File: config.mk
export PLATFORM = sky130hd
export DESIGN_NAME = rva_to_file_offset_translator_top
export DESIGN_NICKNAME = d
export VERILOG_FILES = /design/src/sv/rvaft_pkg.sv /design/src/sv/rva_to_file_offset_translator_top.sv /design/src/sv/rvaft_ram.sv /design/src/sv/rvaft_ctrl.sv /design/src/sv/rvaft_dp.sv
export SDC_FILE = /design/constraint.sdc
export NUM_CORES = 2
export LEC_CHECK = 0
export ABC_AREA = 1
export BUFFER_PORTS_ARGS = -buffer_cell sky130_fd_sc_hd__buf_2
export CORE_MARGIN = 5
export CORE_UTILIZATION = 45
export CTS_BUF_LIST = sky130_fd_sc_hd__clkbuf_4
export CTS_CLUSTER_DIAMETER = 50
export DETAILED_ROUTE_END_ITERATION = 10
export GPL_TIMING_DRIVEN = 0
export PLACE_DENSITY = 0.65
export SYNTH_ARGS = -nofsm -noshare
export SYNTH_HDL_FRONTEND = slang
export SYNTH_HIERARCHICAL = 1
export SYNTH_SLANG_ARGS = --single-unit
File: constraint.sdc
create_clock -name clock -period 6.9 [get_ports clock]
set_clock_uncertainty 0.15 [all_clocks]
set_input_delay 1.035 -clock clock [delete_from_list [all_inputs] [get_ports clock]]
set_output_delay 1.035 -clock clock [all_outputs]
set_load 0.02 [all_outputs]
File: src/sv/rvaft_pkg.sv
`default_nettype none

package rvaft_pkg;

   // Table geometry.
   localparam int MaxSections = 16;
   localparam int IdxW        = (MaxSections > 1) ? $clog2(MaxSections) : 1;
   localparam int CntW        = $clog2(MaxSections + 1);
   localparam int EntryW      = 96;

   // Operation codes on req_func.
   localparam logic [1:0] FN_CLEAR  = 2'd0;
   localparam logic [1:0] FN_APPEND = 2'd1;
   localparam logic [1:0] FN_XLATE  = 2'd2;

   // Result status codes.
   localparam logic [1:0] ST_OK        = 2'd0;
   localparam logic [1:0] ST_NOT_FOUND = 2'd1;
   localparam logic [1:0] ST_PAST_END  = 2'd2;
   localparam logic [1:0] ST_FULL      = 2'd3;

   // Response kinds chosen by the controller.
   localparam logic [1:0] RS_OK        = 2'd0;
   localparam logic [1:0] RS_FULL      = 2'd1;
   localparam logic [1:0] RS_NOT_FOUND = 2'd2;
   localparam logic [1:0] RS_HIT       = 2'd3;

   typedef struct packed {
      logic       clear;
      logic       append;
      logic       load;
      logic       issue;
      logic       respond;
      logic [1:0] rsp_sel;
   } rvaft_cmd_type;

   typedef struct packed {
      logic full;
      logic empty;
      logic last_issue;
      logic s1_hit;
      logic s1_miss_last;
   } rvaft_stat_type;

endpackage

`default_nettype wire

File: src/sv/rva_to_file_offset_translator_top.sv
// Channel   Direction  Handshake                 Payload
// request   in         start, accepted if !busy  req_func, req_section_*, req_query_address
// response  out        rsp_strobe, one cycle     rsp_status, rsp_file_offset, rsp_hit_index
// csr       in         csr_wr_en                 csr_wr_data (file length)
//
// Clear, append, the unused operation code and a translation on an empty table respond at
// once: the result beat is on the outputs in the cycle after the request beat.
// Other translations read one entry per cycle through a read and compare pipeline: the
// RAM read register, compare stage and result register lie between an entry and its beat.
// Reset is synchronous and clears the entry count, the file length and the control state;
// the table RAM is not cleared. The receiver cannot stall; busy only covers a table scan.
`default_nettype none

module rva_to_file_offset_translator_top (
   input  wire logic        clock,
   input  wire logic        reset,
   input  wire logic        start,
   output logic             busy,
   input  wire logic [1:0]  req_func,
   input  wire logic [31:0] req_section_vaddr,
   input  wire logic [31:0] req_section_vsize,
   input  wire logic [31:0] req_section_raw_offset,
   input  wire logic [31:0] req_query_address,
   input  wire logic        csr_wr_en,
   input  wire logic [31:0] csr_wr_data,
   output logic             rsp_strobe,
   output logic [1:0]       rsp_status,
   output logic [32:0]      rsp_file_offset,
   output logic [3:0]       rsp_hit_index
);
   import rvaft_pkg::*;

   // Commands from the controller and status back from the datapath.
   rvaft_cmd_type  cmd;
   rvaft_stat_type stat;

   // The controller decodes each request beat. Operations without a scan respond at once;
   // a translation loads the query address and then steps the table scan, stopping at the
   // first matching entry or after the last entry below the count.
   rvaft_ctrl u_ctrl (
      .clock    (clock),
      .reset    (reset),
      .start    (start),
      .req_func (req_func),
      .stat     (stat),
      .cmd      (cmd),
      .busy     (busy)
   );

   // The datapath holds the section table, the entry count and the file length, runs the
   // range compare and offset add, and registers the result beat.
   rvaft_dp u_dp (
      .clock                  (clock),
      .reset                  (reset),
      .cmd                    (cmd),
      .stat                   (stat),
      .req_section_vaddr      (req_section_vaddr),
      .req_section_vsize      (req_section_vsize),
      .req_section_raw_offset (req_section_raw_offset),
      .req_query_address      (req_query_address),
      .csr_wr_en              (csr_wr_en),
      .csr_wr_data            (csr_wr_data),
      .rsp_strobe             (rsp_strobe),
      .rsp_status             (rsp_status),
      .rsp_file_offset        (rsp_file_offset),
      .rsp_hit_index          (rsp_hit_index)
   );

endmodule

`default_nettype wire

File: src/sv/rvaft_ram.sv
`default_nettype none

module rvaft_ram #(
   parameter int WIDTH  = 8,
   parameter int DEPTH  = 16,
   parameter int ADDR_W = (DEPTH > 1) ? $clog2(DEPTH) : 1
) (
   input  wire logic              clock,
   input  wire logic              wr_en,
   input  wire logic [ADDR_W-1:0] wr_addr,
   input  wire logic [WIDTH-1:0]  wr_data,
   input  wire logic              rd_en,
   input  wire logic [ADDR_W-1:0] rd_addr,
   output logic      [WIDTH-1:0]  rd_data
);

   logic [WIDTH-1:0] mem_ff [DEPTH];
   logic [WIDTH-1:0] rd_data_ff;

   always_ff @(posedge clock) begin
      if (wr_en) begin
         mem_ff[wr_addr] <= wr_data;
      end
      if (rd_en) begin
         rd_data_ff <= mem_ff[rd_addr];
      end
   end

   assign rd_data = rd_data_ff;

endmodule

`default_nettype wire

File: src/sv/rvaft_ctrl.sv
`default_nettype none

module rvaft_ctrl (
   input  wire logic                      clock,
   input  wire logic                      reset,
   input  wire logic                      start,
   input  wire logic [1:0]                req_func,
   input  wire rvaft_pkg::rvaft_stat_type stat,
   output rvaft_pkg::rvaft_cmd_type       cmd,
   output logic                           busy
);
   import rvaft_pkg::*;

   localparam logic S_IDLE = 1'b0;
   localparam logic S_SCAN = 1'b1;

   logic state_ff, state_in;
   logic all_issued_ff, all_issued_in;

   always_comb begin
      cmd           = '0;
      state_in      = state_ff;
      all_issued_in = all_issued_ff;
      case (state_ff)
         S_IDLE: begin
            if (start) begin
               case (req_func)
                  FN_CLEAR: begin
                     cmd.clear   = 1'b1;
                     cmd.respond = 1'b1;
                     cmd.rsp_sel = RS_OK;
                  end
                  FN_APPEND: begin
                     cmd.respond = 1'b1;
                     if (stat.full) begin
                        cmd.rsp_sel = RS_FULL;
                     end else begin
                        cmd.append  = 1'b1;
                        cmd.rsp_sel = RS_OK;
                     end
                  end
                  FN_XLATE: begin
                     if (stat.empty) begin
                        cmd.respond = 1'b1;
                        cmd.rsp_sel = RS_NOT_FOUND;
                     end else begin
                        cmd.load      = 1'b1;
                        all_issued_in = 1'b0;
                        state_in      = S_SCAN;
                     end
                  end
                  default: begin
                     cmd.respond = 1'b1;
                     cmd.rsp_sel = RS_OK;
                  end
               endcase
            end
         end
         S_SCAN: begin
            cmd.issue = !all_issued_ff;
            if (cmd.issue && stat.last_issue) begin
               all_issued_in = 1'b1;
            end
            if (stat.s1_hit) begin
               cmd.respond = 1'b1;
               cmd.rsp_sel = RS_HIT;
               state_in    = S_IDLE;
            end else if (stat.s1_miss_last) begin
               cmd.respond = 1'b1;
               cmd.rsp_sel = RS_NOT_FOUND;
               state_in    = S_IDLE;
            end
         end
         default: begin
            state_in = S_IDLE;
         end
      endcase
   end

   always_ff @(posedge clock) begin
      if (reset) begin
         state_ff      <= S_IDLE;
         all_issued_ff <= 1'b0;
      end else begin
         state_ff      <= state_in;
         all_issued_ff <= all_issued_in;
      end
   end

   assign busy = (state_ff != S_IDLE);

   // A translation against a non-empty table keeps the block busy.
   a_xlate_busy: assert property (@(posedge clock) disable iff (reset)
      (start && !busy && req_func == FN_XLATE && !stat.empty) |=> busy)
      else $error("translation did not enter the scan");

   // Every response leaves the controller ready for the next beat.
   a_rsp_idle: assert property (@(posedge clock) disable iff (reset)
      cmd.respond |=> (state_ff == S_IDLE))
      else $error("controller still busy after responding");

   // The table is only read while a scan is running.
   a_issue_scan: assert property (@(posedge clock) disable iff (reset)
      cmd.issue |-> busy)
      else $error("table read outside a scan");

endmodule

`default_nettype wire

File: src/sv/rvaft_dp.sv
`default_nettype none

module rvaft_dp (
   input  wire logic                     clock,
   input  wire logic                     reset,
   input  wire rvaft_pkg::rvaft_cmd_type cmd,
   output rvaft_pkg::rvaft_stat_type     stat,
   input  wire logic [31:0]              req_section_vaddr,
   input  wire logic [31:0]              req_section_vsize,
   input  wire logic [31:0]              req_section_raw_offset,
   input  wire logic [31:0]              req_query_address,
   input  wire logic                     csr_wr_en,
   input  wire logic [31:0]              csr_wr_data,
   output logic                          rsp_strobe,
   output logic [1:0]                    rsp_status,
   output logic [32:0]                   rsp_file_offset,
   output logic [3:0]                    rsp_hit_index
);
   import rvaft_pkg::*;

   logic [31:0]       file_length_ff;
   logic [CntW-1:0]   count_ff, count_in;
   logic [31:0]       query_ff;
   logic [IdxW-1:0]   scan_idx_ff, scan_idx_in;

   // Read stage: RAM data is valid while rd_vld_ff is set.
   logic              rd_vld_ff, rd_last_ff;
   logic [IdxW-1:0]   rd_idx_ff;
   logic [EntryW-1:0] rd_data;

   // Compare stage.
   logic              s1_vld_ff, s1_hit_ff, s1_last_ff;
   logic [31:0]       s1_diff_ff, s1_raw_ff;
   logic [IdxW-1:0]   s1_idx_ff;

   logic [31:0]       ent_vaddr, ent_vsize, ent_raw, diff;
   logic              in_range;
   logic [32:0]       offset;
   logic              past_end;

   logic              rsp_valid_ff;
   logic [1:0]        rsp_status_ff, rsp_status_in;
   logic [32:0]       rsp_offset_ff, rsp_offset_in;
   logic [3:0]        rsp_index_ff, rsp_index_in;

   rvaft_ram #(
      .WIDTH (EntryW),
      .DEPTH (MaxSections)
   ) u_table (
      .clock   (clock),
      .wr_en   (cmd.append),
      .wr_addr (count_ff[IdxW-1:0]),
      .wr_data ({req_section_vaddr, req_section_vsize, req_section_raw_offset}),
      .rd_en   (cmd.issue),
      .rd_addr (scan_idx_ff),
      .rd_data (rd_data)
   );

   assign ent_vaddr = rd_data[95:64];
   assign ent_vsize = rd_data[63:32];
   assign ent_raw   = rd_data[31:0];
   assign diff      = query_ff - ent_vaddr;
   assign in_range  = (query_ff >= ent_vaddr) && (diff < ent_vsize);

   assign offset    = {1'b0, s1_raw_ff} + {1'b0, s1_diff_ff};
   assign past_end  = (offset >= {1'b0, file_length_ff});

   always_comb begin
      count_in = count_ff;
      if (cmd.clear) begin
         count_in = '0;
      end else if (cmd.append) begin
         count_in = count_ff + CntW'(1);
      end
      scan_idx_in = scan_idx_ff;
      if (cmd.load) begin
         scan_idx_in = '0;
      end else if (cmd.issue) begin
         scan_idx_in = scan_idx_ff + IdxW'(1);
      end
   end

   always_comb begin
      rsp_status_in = ST_OK;
      rsp_offset_in = '0;
      rsp_index_in  = '0;
      case (cmd.rsp_sel)
         RS_FULL: begin
            rsp_status_in = ST_FULL;
         end
         RS_NOT_FOUND: begin
            rsp_status_in = ST_NOT_FOUND;
         end
         RS_HIT: begin
            rsp_index_in = 4'(s1_idx_ff);
            if (past_end) begin
               rsp_status_in = ST_PAST_END;
            end else begin
               rsp_offset_in = offset;
            end
         end
         default: begin
            rsp_status_in = ST_OK;
         end
      endcase
   end

   assign stat.full         = (count_ff == CntW'(MaxSections));
   assign stat.empty        = (count_ff == '0);
   assign stat.last_issue   = ({{(CntW-IdxW){1'b0}}, scan_idx_ff} == (count_ff - CntW'(1)));
   assign stat.s1_hit       = s1_vld_ff && s1_hit_ff;
   assign stat.s1_miss_last = s1_vld_ff && !s1_hit_ff && s1_last_ff;

   always_ff @(posedge clock) begin
      if (reset) begin
         file_length_ff <= '0;
         count_ff       <= '0;
         rd_vld_ff      <= 1'b0;
         s1_vld_ff      <= 1'b0;
         rsp_valid_ff   <= 1'b0;
      end else begin
         if (csr_wr_en) begin
            file_length_ff <= csr_wr_data;
         end
         count_ff     <= count_in;
         rd_vld_ff    <= cmd.issue && !cmd.load;
         s1_vld_ff    <= rd_vld_ff && !cmd.load;
         rsp_valid_ff <= cmd.respond;
      end
   end

   always_ff @(posedge clock) begin
      scan_idx_ff <= scan_idx_in;
      if (cmd.load) begin
         query_ff <= req_query_address;
      end
      rd_idx_ff  <= scan_idx_ff;
      rd_last_ff <= stat.last_issue;
      s1_hit_ff  <= in_range;
      s1_last_ff <= rd_last_ff;
      s1_diff_ff <= diff;
      s1_raw_ff  <= ent_raw;
      s1_idx_ff  <= rd_idx_ff;
      if (cmd.respond) begin
         rsp_status_ff <= rsp_status_in;
         rsp_offset_ff <= rsp_offset_in;
         rsp_index_ff  <= rsp_index_in;
      end
   end

   assign rsp_strobe      = rsp_valid_ff;
   assign rsp_status      = rsp_status_ff;
   assign rsp_file_offset = rsp_offset_ff;
   assign rsp_hit_index   = rsp_index_ff;

   // The entry count never passes the table depth.
   a_count_bound: assert property (@(posedge clock) disable iff (reset)
      count_ff <= CntW'(MaxSections))
      else $error("section count beyond table depth");

   // The compare stage only holds data that came out of the read stage.
   a_pipe_order: assert property (@(posedge clock) disable iff (reset)
      s1_vld_ff |-> $past(rd_vld_ff))
      else $error("compare stage valid without a read");

   // A past-end result never carries an offset.
   a_past_end_zero: assert property (@(posedge clock) disable iff (reset)
      (rsp_valid_ff && rsp_status_ff == ST_PAST_END) |-> (rsp_offset_ff == '0))
      else $error("past-end result with nonzero offset");

endmodule

`default_nettype wire
# Word-level counts from Yosys, hierarchy flattened
# Memories as Yosys holds them, arrays and structs flattened. A register that Yosys moved wholly into a read port is not among the register bits.
# Cells that the tools add are included.
classes:
  bitwise_logic: 2
  addsub: 5
  n_reduce_logical: 15
  n_lt_le_gt_ge: 3
  muxes: 28
  eq_ne: 11
ops:
  columns: ["cell", "n"]
  rows:
  - ["32-bit by 32-bit adder with 33-bit output", 1]
  - ["33-bit by 32-bit greater-or-equal comparator with 1-bit output", 1]
  - ["32-bit greater-or-equal comparator", 1]
  - ["32-bit < comparator", 1]
  - ["32-bit subtractor", 1]
  - ["3-bit 2-to-1 mux", 6]
  - ["1-bit 2-to-1 mux", 16]
  - ["3-bit case mux with 2 select lines", 2]
  - ["2-bit != test, second input constant", 4]
  - ["1-bit logical AND", 7]
  - ["2-bit == test, second input constant", 3]
  - ["2-bit case mux with 3 select lines", 1]
  - ["5-bit by 1-bit adder with 5-bit output, second input constant", 1]
  - ["4-bit by 5-bit == test with 1-bit output", 1]
  - ["5-bit == test, second input constant", 1]
  - ["5-bit logical NOT", 1]
  - ["5-bit by 1-bit subtractor with 5-bit output, second input constant", 1]
  - ["4-bit by 1-bit adder with 4-bit output, second input constant", 1]
  - ["2-bit by 1-bit == test with 1-bit output, second input constant", 2]
  - ["1-bit case mux with 2 select lines", 2]
  - ["4-bit AND reduction", 1]
  - ["2-bit OR reduction", 2]
  - ["1-bit logical NOT", 3]
  - ["2-bit logical NOT", 1]
  - ["other kinds (2)", 3]
word_totals:
  elab_cells: 84
  mem_count: 1
  ram_bits: 1536
  output_inout_bits: 41
  in_bits: 166
  regBits: 192
mem_list:
  columns: ["name", "depth", "word_bits", "read_ports", "rd_clocked_by_memory_dff", "write_ports", "line", "source"]
  rows:
  - ["u_dp.u_table.mem_ff", 16, 96, 1, 1, 1, "rvaft_ram.sv:17", "logic [WIDTH-1:0] mem_ff [DEPTH];"]

# Longest topological paths before layout
logic_depth:
  depth_word: 9
  mapped_depth: 29
  ltp_nobuf: 29

# Cells and area by module
# Netlist, hierarchy kept.
modules_own_cells:
  columns: ["module", "seq_area_each_um2", "area_per_inst_um2", "n_inst", "cells_each"]
  rows:
  - ["rvaft_ram", 49007.0, 68669.6, 1, 6302]
  - ["rvaft_dp", 4514.3, 10925.5, 1, 1310]
  - ["rvaft_ctrl", 40.0, 257.7, 1, 39]

# Worst setup path after synthesis
# OpenSTA, ideal clock, no wires.
synth_path:
  kind: "input to register"
  from: "in start"
  to: "mem u_dp/u_table/mem_ff[12][0] in the netlist's numbering, enable pin"
  required_time_ps: 6198
  cell_stages: 6
  setup_ps: 552
  n_path_buf: 0
  arrival_ps: 5904
  setup_slack_ps: 294
  cell_sequence: "inv_1 -> nor2_2 -> nand2_1 -> nor2_1 -> nand3_1 -> nor2_1"
synth_lines:
  columns: ["item", "line", "source"]
  rows:
  - ["start: declaration", "rva_to_file_offset_translator_top.sv:17", "input wire logic start,"]
  - ["end: declaration", "rvaft_ram.sv:17", null]

# Worst setup path in the final report
layout_path:
  from: "reg u_dp.s1_diff_ff[6]"
  to: "reg u_dp.rsp_offset_ff[19] (netlist: u_dp/rsp_file_offset[19]), data pin"
layout_via:
  elab_chain_len: 3
layout_lines:
  columns: ["item", "line", "source"]
  rows:
  - ["start: declaration", "rvaft_dp.sv:33", "logic [31:0] s1_diff_ff, s1_raw_ff;"]
  - ["start signal: assignment", "rvaft_dp.sv:141", "s1_diff_ff <= diff;"]
  - ["32-bit by 32-bit adder with 33-bit output", "rvaft_dp.sv:65", "assign offset = {1'b0, s1_raw_ff} + {1'b0, s1_diff_ff};"]
  - ["named net u_dp.offset[23]", "rvaft_dp.sv:38", "logic [32:0] offset;"]
  - ["33-bit by 32-bit greater-or-equal comparator with 1-bit output", "rvaft_dp.sv:66", "assign past_end = (offset >= {1'b0, file_length_ff});"]
  - ["2-bit OR reduction (no line)", null, null]
  - ["end signal: assignment", "rvaft_dp.sv:146", "rsp_offset_ff <= rsp_offset_in;"]
  - ["end: declaration", "rvaft_dp.sv:43", "logic [32:0] rsp_offset_ff, rsp_offset_in;"]
# The timed path passes the listed nets, and every way through them passes these cells.
# A chain may end at the register's enable or synchronous reset.

==> impl_metrics.tcl <==
set metrics [dict create \
    die_w_um 431 \
    clockRootBuffer "clkbuf_4" \
    start_util_pct 45.3 \
    maxCapViolations 2 \
    setup_tns_ns 0 \
    grt_max_degree 41 \
    cts_tree "done" \
    final-hold-violation-count 0 \
    wl_per_cell_um 22.2 \
    viasPerCell 5.23 \
    max_slew_margin_pct -3.26 \
    busiest_layer "met2" \
    r2r-end "u_dp/rsp_file_offset[19]$_SDFFCE_PP0P_" \
    slew_viol_final 21 \
    areaGrowthSynthToFinish_pct 16.2 \
    worst_setup_path_start_kind "flop" \
    worst_slack_ns 2.22 \
    post-place-ws_ns 2.33 \
    netlist_instances 7651 \
    cts.clk_slew.worst_paths_ns 0.07 \
    netlist_top_cells_area "edfxtp_1 64%, nand2_1 11%, nand3_1 7.5%" \
    ir_drop_mv 0.223 \
    antenna_found_initial 16 \
    synthFlopType "edfxtp_1" \
    numCtsBuffers 470 \
    r2r_start "u_dp/s1_diff_ff[6]$_DFF_P_" \
    finalNetCount 8871 \
    io_pins 207 \
    synth.largest_area_cell "edfxtp_1" \
    hold_class "reg -> reg" \
    finalSetupViolations 0 \
    first_pass_iters 9 \
    syn_nets 7955 \
    worst_r2r_path_depth 23 \
    synth_seq_cells 1824 \
    switchingPower_mw 11.4 \
    cp-end-kind "flop" \
    io_buffers 206 \
    max_freq_ghz 0.214 \
    grt_pass1_vias 56500 \
    track_usage_pct 26.3 \
    p_clk_share_pct 28.8 \
    layout-drive-gt1-share_pct 14.4 \
    power_frac_comb_pct 30.9 \
    fillers 15400 \
    met3_usage_pct 5.74 \
    use_met1_pct 33.8 \
    num_rows 154 \
    yosysSeqAreaShare_pct 67.1 \
    p_int_mw 19.3 \
    async_flop_share_pct 0 \
    worstPathRequired_ns 7.81 \
    utilization_pct 52.6 \
    fin_crit_sh_pct 67.8 \
    cp-endpoint "u_dp/rsp_file_offset[19]$_SDFFCE_PP0P_" \
    outcome "finished, violations left" \
    switching_share_pct 37.1 \
    place_congestion 0.912 \
    ys_types 52 \
    drc 0 \
    synth_top_cell_area_share_pct 64.0 \
    worstSetupPathType "reg -> reg" \
    fin_crit_ns 4.68 \
    die_y_um 431 \
    synth_top_cells_by_count "2239 x nand2_1, 1703 x edfxtp_1, 1394 x inv_1, 1195 x nand3_1, 141 x buf_2" \
    worstPathArrival_ns 5.59 \
    core_area_um2 176000 \
    hpwl_um 165000 \
    failed_checks "capacitance limit, slew limit" \
    power.density_nw_per_um2 331 \
    die_area_um2 186000 \
    insertion_delay_ns 1.36 \
    netlist_area_um2 79900 \
    grt_setup_unrepaired "false" \
    grt_pass1_wl_um 360000 \
    grt_overflow 0 \
    avgSynthCellArea_um2 10.4 \
    yosysMostFrequentCell "nand2_1" \
    finalWirelength_um 250000 \
    met2_usage_pct 41.8 \
    p_seq_share_pct 40.3 \
    worstPathMaxFanout 10 \
    htree_num_levels 5 \
    drt_iter0_drc 6878 \
    num_vias 58900 \
    clockBufferDepth 4 \
    crit_start "u_dp/s1_diff_ff[6]$_DFF_P_" \
    synth_edf_count 1703 \
    rrSetupSlack_ns 2.22 \
    p_leak_nw 40.3 \
    tightest_slew_ns 1.55 \
    ys_warn_count 6 \
    detail-route-antenna-nets 0 \
    cts.sinks 1824 \
]
-- worst max-delay path, cell delays in order, from the launching register on --
cell     delay (ns)
dfxtp_1        0.32
ha_1           0.45
a21oi_1        0.53
o21ai_0        0.18
nand2_1        0.09
nand3_1        0.15
a21oi_1        0.39
inv_1          0.11
a21o_1         0.18
xnor2_1        0.27
inv_1          0.08
ha_1           0.30
nand4_1        0.13
nor3_1         0.22
nand2_1        0.08
nand2_1        0.09
nand2_1        0.06
nand2_1        0.05
nand2_1        0.04
nand2_1        0.05
nand2_1        0.10
nand3_4        0.13
buf_6          0.15
nor2_1         0.04
-- power by group through the flow --
stage	combinational [mW]	sequential (mW)	clock, mW
floorplan	5.19	12.6	0
global placement	9.01	12.6	0
detailed placement	9.14	12.6	0
CTS	9.26	12.4	9.03
global route	10.0	12.4	9.63
finish	9.50	12.4	8.84
-- cell usage in the layout (no fill, tap or decap), drive strengths merged, types with 3 or more instances in the layout --
master / count
a21boi: 4
a21o: 16
a21oi: 134
a221oi: 4
a31oi: 11
buf: 523
clkbuf: 774
clkinv: 107
clkinvlp: 5
dfxtp: 121
diode: 21
dlygate4sd3: 167
edfxtp: 1703
ha: 136
inv: 1403
nand2: 2242
nand3: 1198
nand3b: 4
nand4: 12
nor2: 140
nor3: 21
nor4: 7
o211ai: 4
o21ai: 79
o21bai: 9
o31ai: 3
xnor2: 16
xor2: 42
-- area by class of cell --
cell class	count	area, um2	share of cell area [%]
Sequential cell	1824	53600	57.7
Multi-Input combinational cell	4097	19200	20.7
Inverter	1399	5250	5.66
Clock buffer	689	5170	5.57
Timing Repair Buffer	444	4170	4.49
Tap cell	2340	2930	3.16
Buffer	331	1970	2.12
Clock inverter	116	487	0.525
Antenna cell	21	52.6	0.0566
-- state kept, by name, summed over array words and instances (netlist names), 5 cells and up --
name / cells
u_dp/count_ff: 5
u_dp/file_length_ff: 32
u_dp/query_ff: 32
u_dp/rsp_file_offset: 33
u_dp/s1_diff_ff: 32
u_dp/s1_raw_ff: 32
u_dp/u_table/mem_ff: 1536
u_dp/u_table/rd_data: 96
-- per-layer routing --
layer,part of all wire [%],vias to the layer above
met5,0.023,-
met3,11,606
li1,-,27100
met4,5.5,8
met1,38,27800
met2,46,3377
-- what timing repair did --
item / 4_1_cts / 5_1_grt
setup buffers: 0 / 0
setup endpoints to repair: 0 / 0
gates resized for setup: 0 / 0
hold endpoints to repair: 1611 / 0
hold buffers: 167 / 0
-- cells by family after synthesis --
group / synth area share [%]
other: 0.00470
buffers and inverters: 9.03
adders and majority gates: 2.18
DFF: 67.1
AOI/OAI and AO/OA: 1.93
and+or+nand+nor: 19.2
xor gates and xnor gates: 0.636
-- how the worst min path moves through the flow --
stage                               from                                to  slack [ns]  cells after the start
6_report         u_dp/rd_last_ff$_DFF_P_           u_dp/s1_last_ff$_DFF_P_        0.09                      0
5_1_grt          u_dp/rd_last_ff$_DFF_P_           u_dp/s1_last_ff$_DFF_P_        0.08                      0
4_1_cts                      req_func[1]  u_dp/scan_idx_ff[1]$_SDFFE_PP0P_        0.02                      5
3_5_place_dp   u_dp/rd_idx_ff[2]$_DFF_P_         u_dp/s1_idx_ff[2]$_DFF_P_        0.16                      0
3_3_place_gp     u_dp/rd_last_ff$_DFF_P_           u_dp/s1_last_ff$_DFF_P_        0.16                      0
2_1_floorplan  u_dp/rd_idx_ff[0]$_DFF_P_         u_dp/s1_idx_ff[0]$_DFF_P_        0.16                      0
-- stage by stage --
stage	power, mW	instances	area (um2)	hold slack [ns]
5_1_grt	32.0	11200	92800	0.0849
2_1_floorplan	17.8	7651	79900	0.160
3_3_place_gp	21.6	10200	83800	0.163
4_1_cts	30.7	11200	92700	0.0188
3_5_place_dp	21.7	10300	85400	0.162
6_report	30.7	11300	92800	0.0879
(Power assumes the default switching activity.)
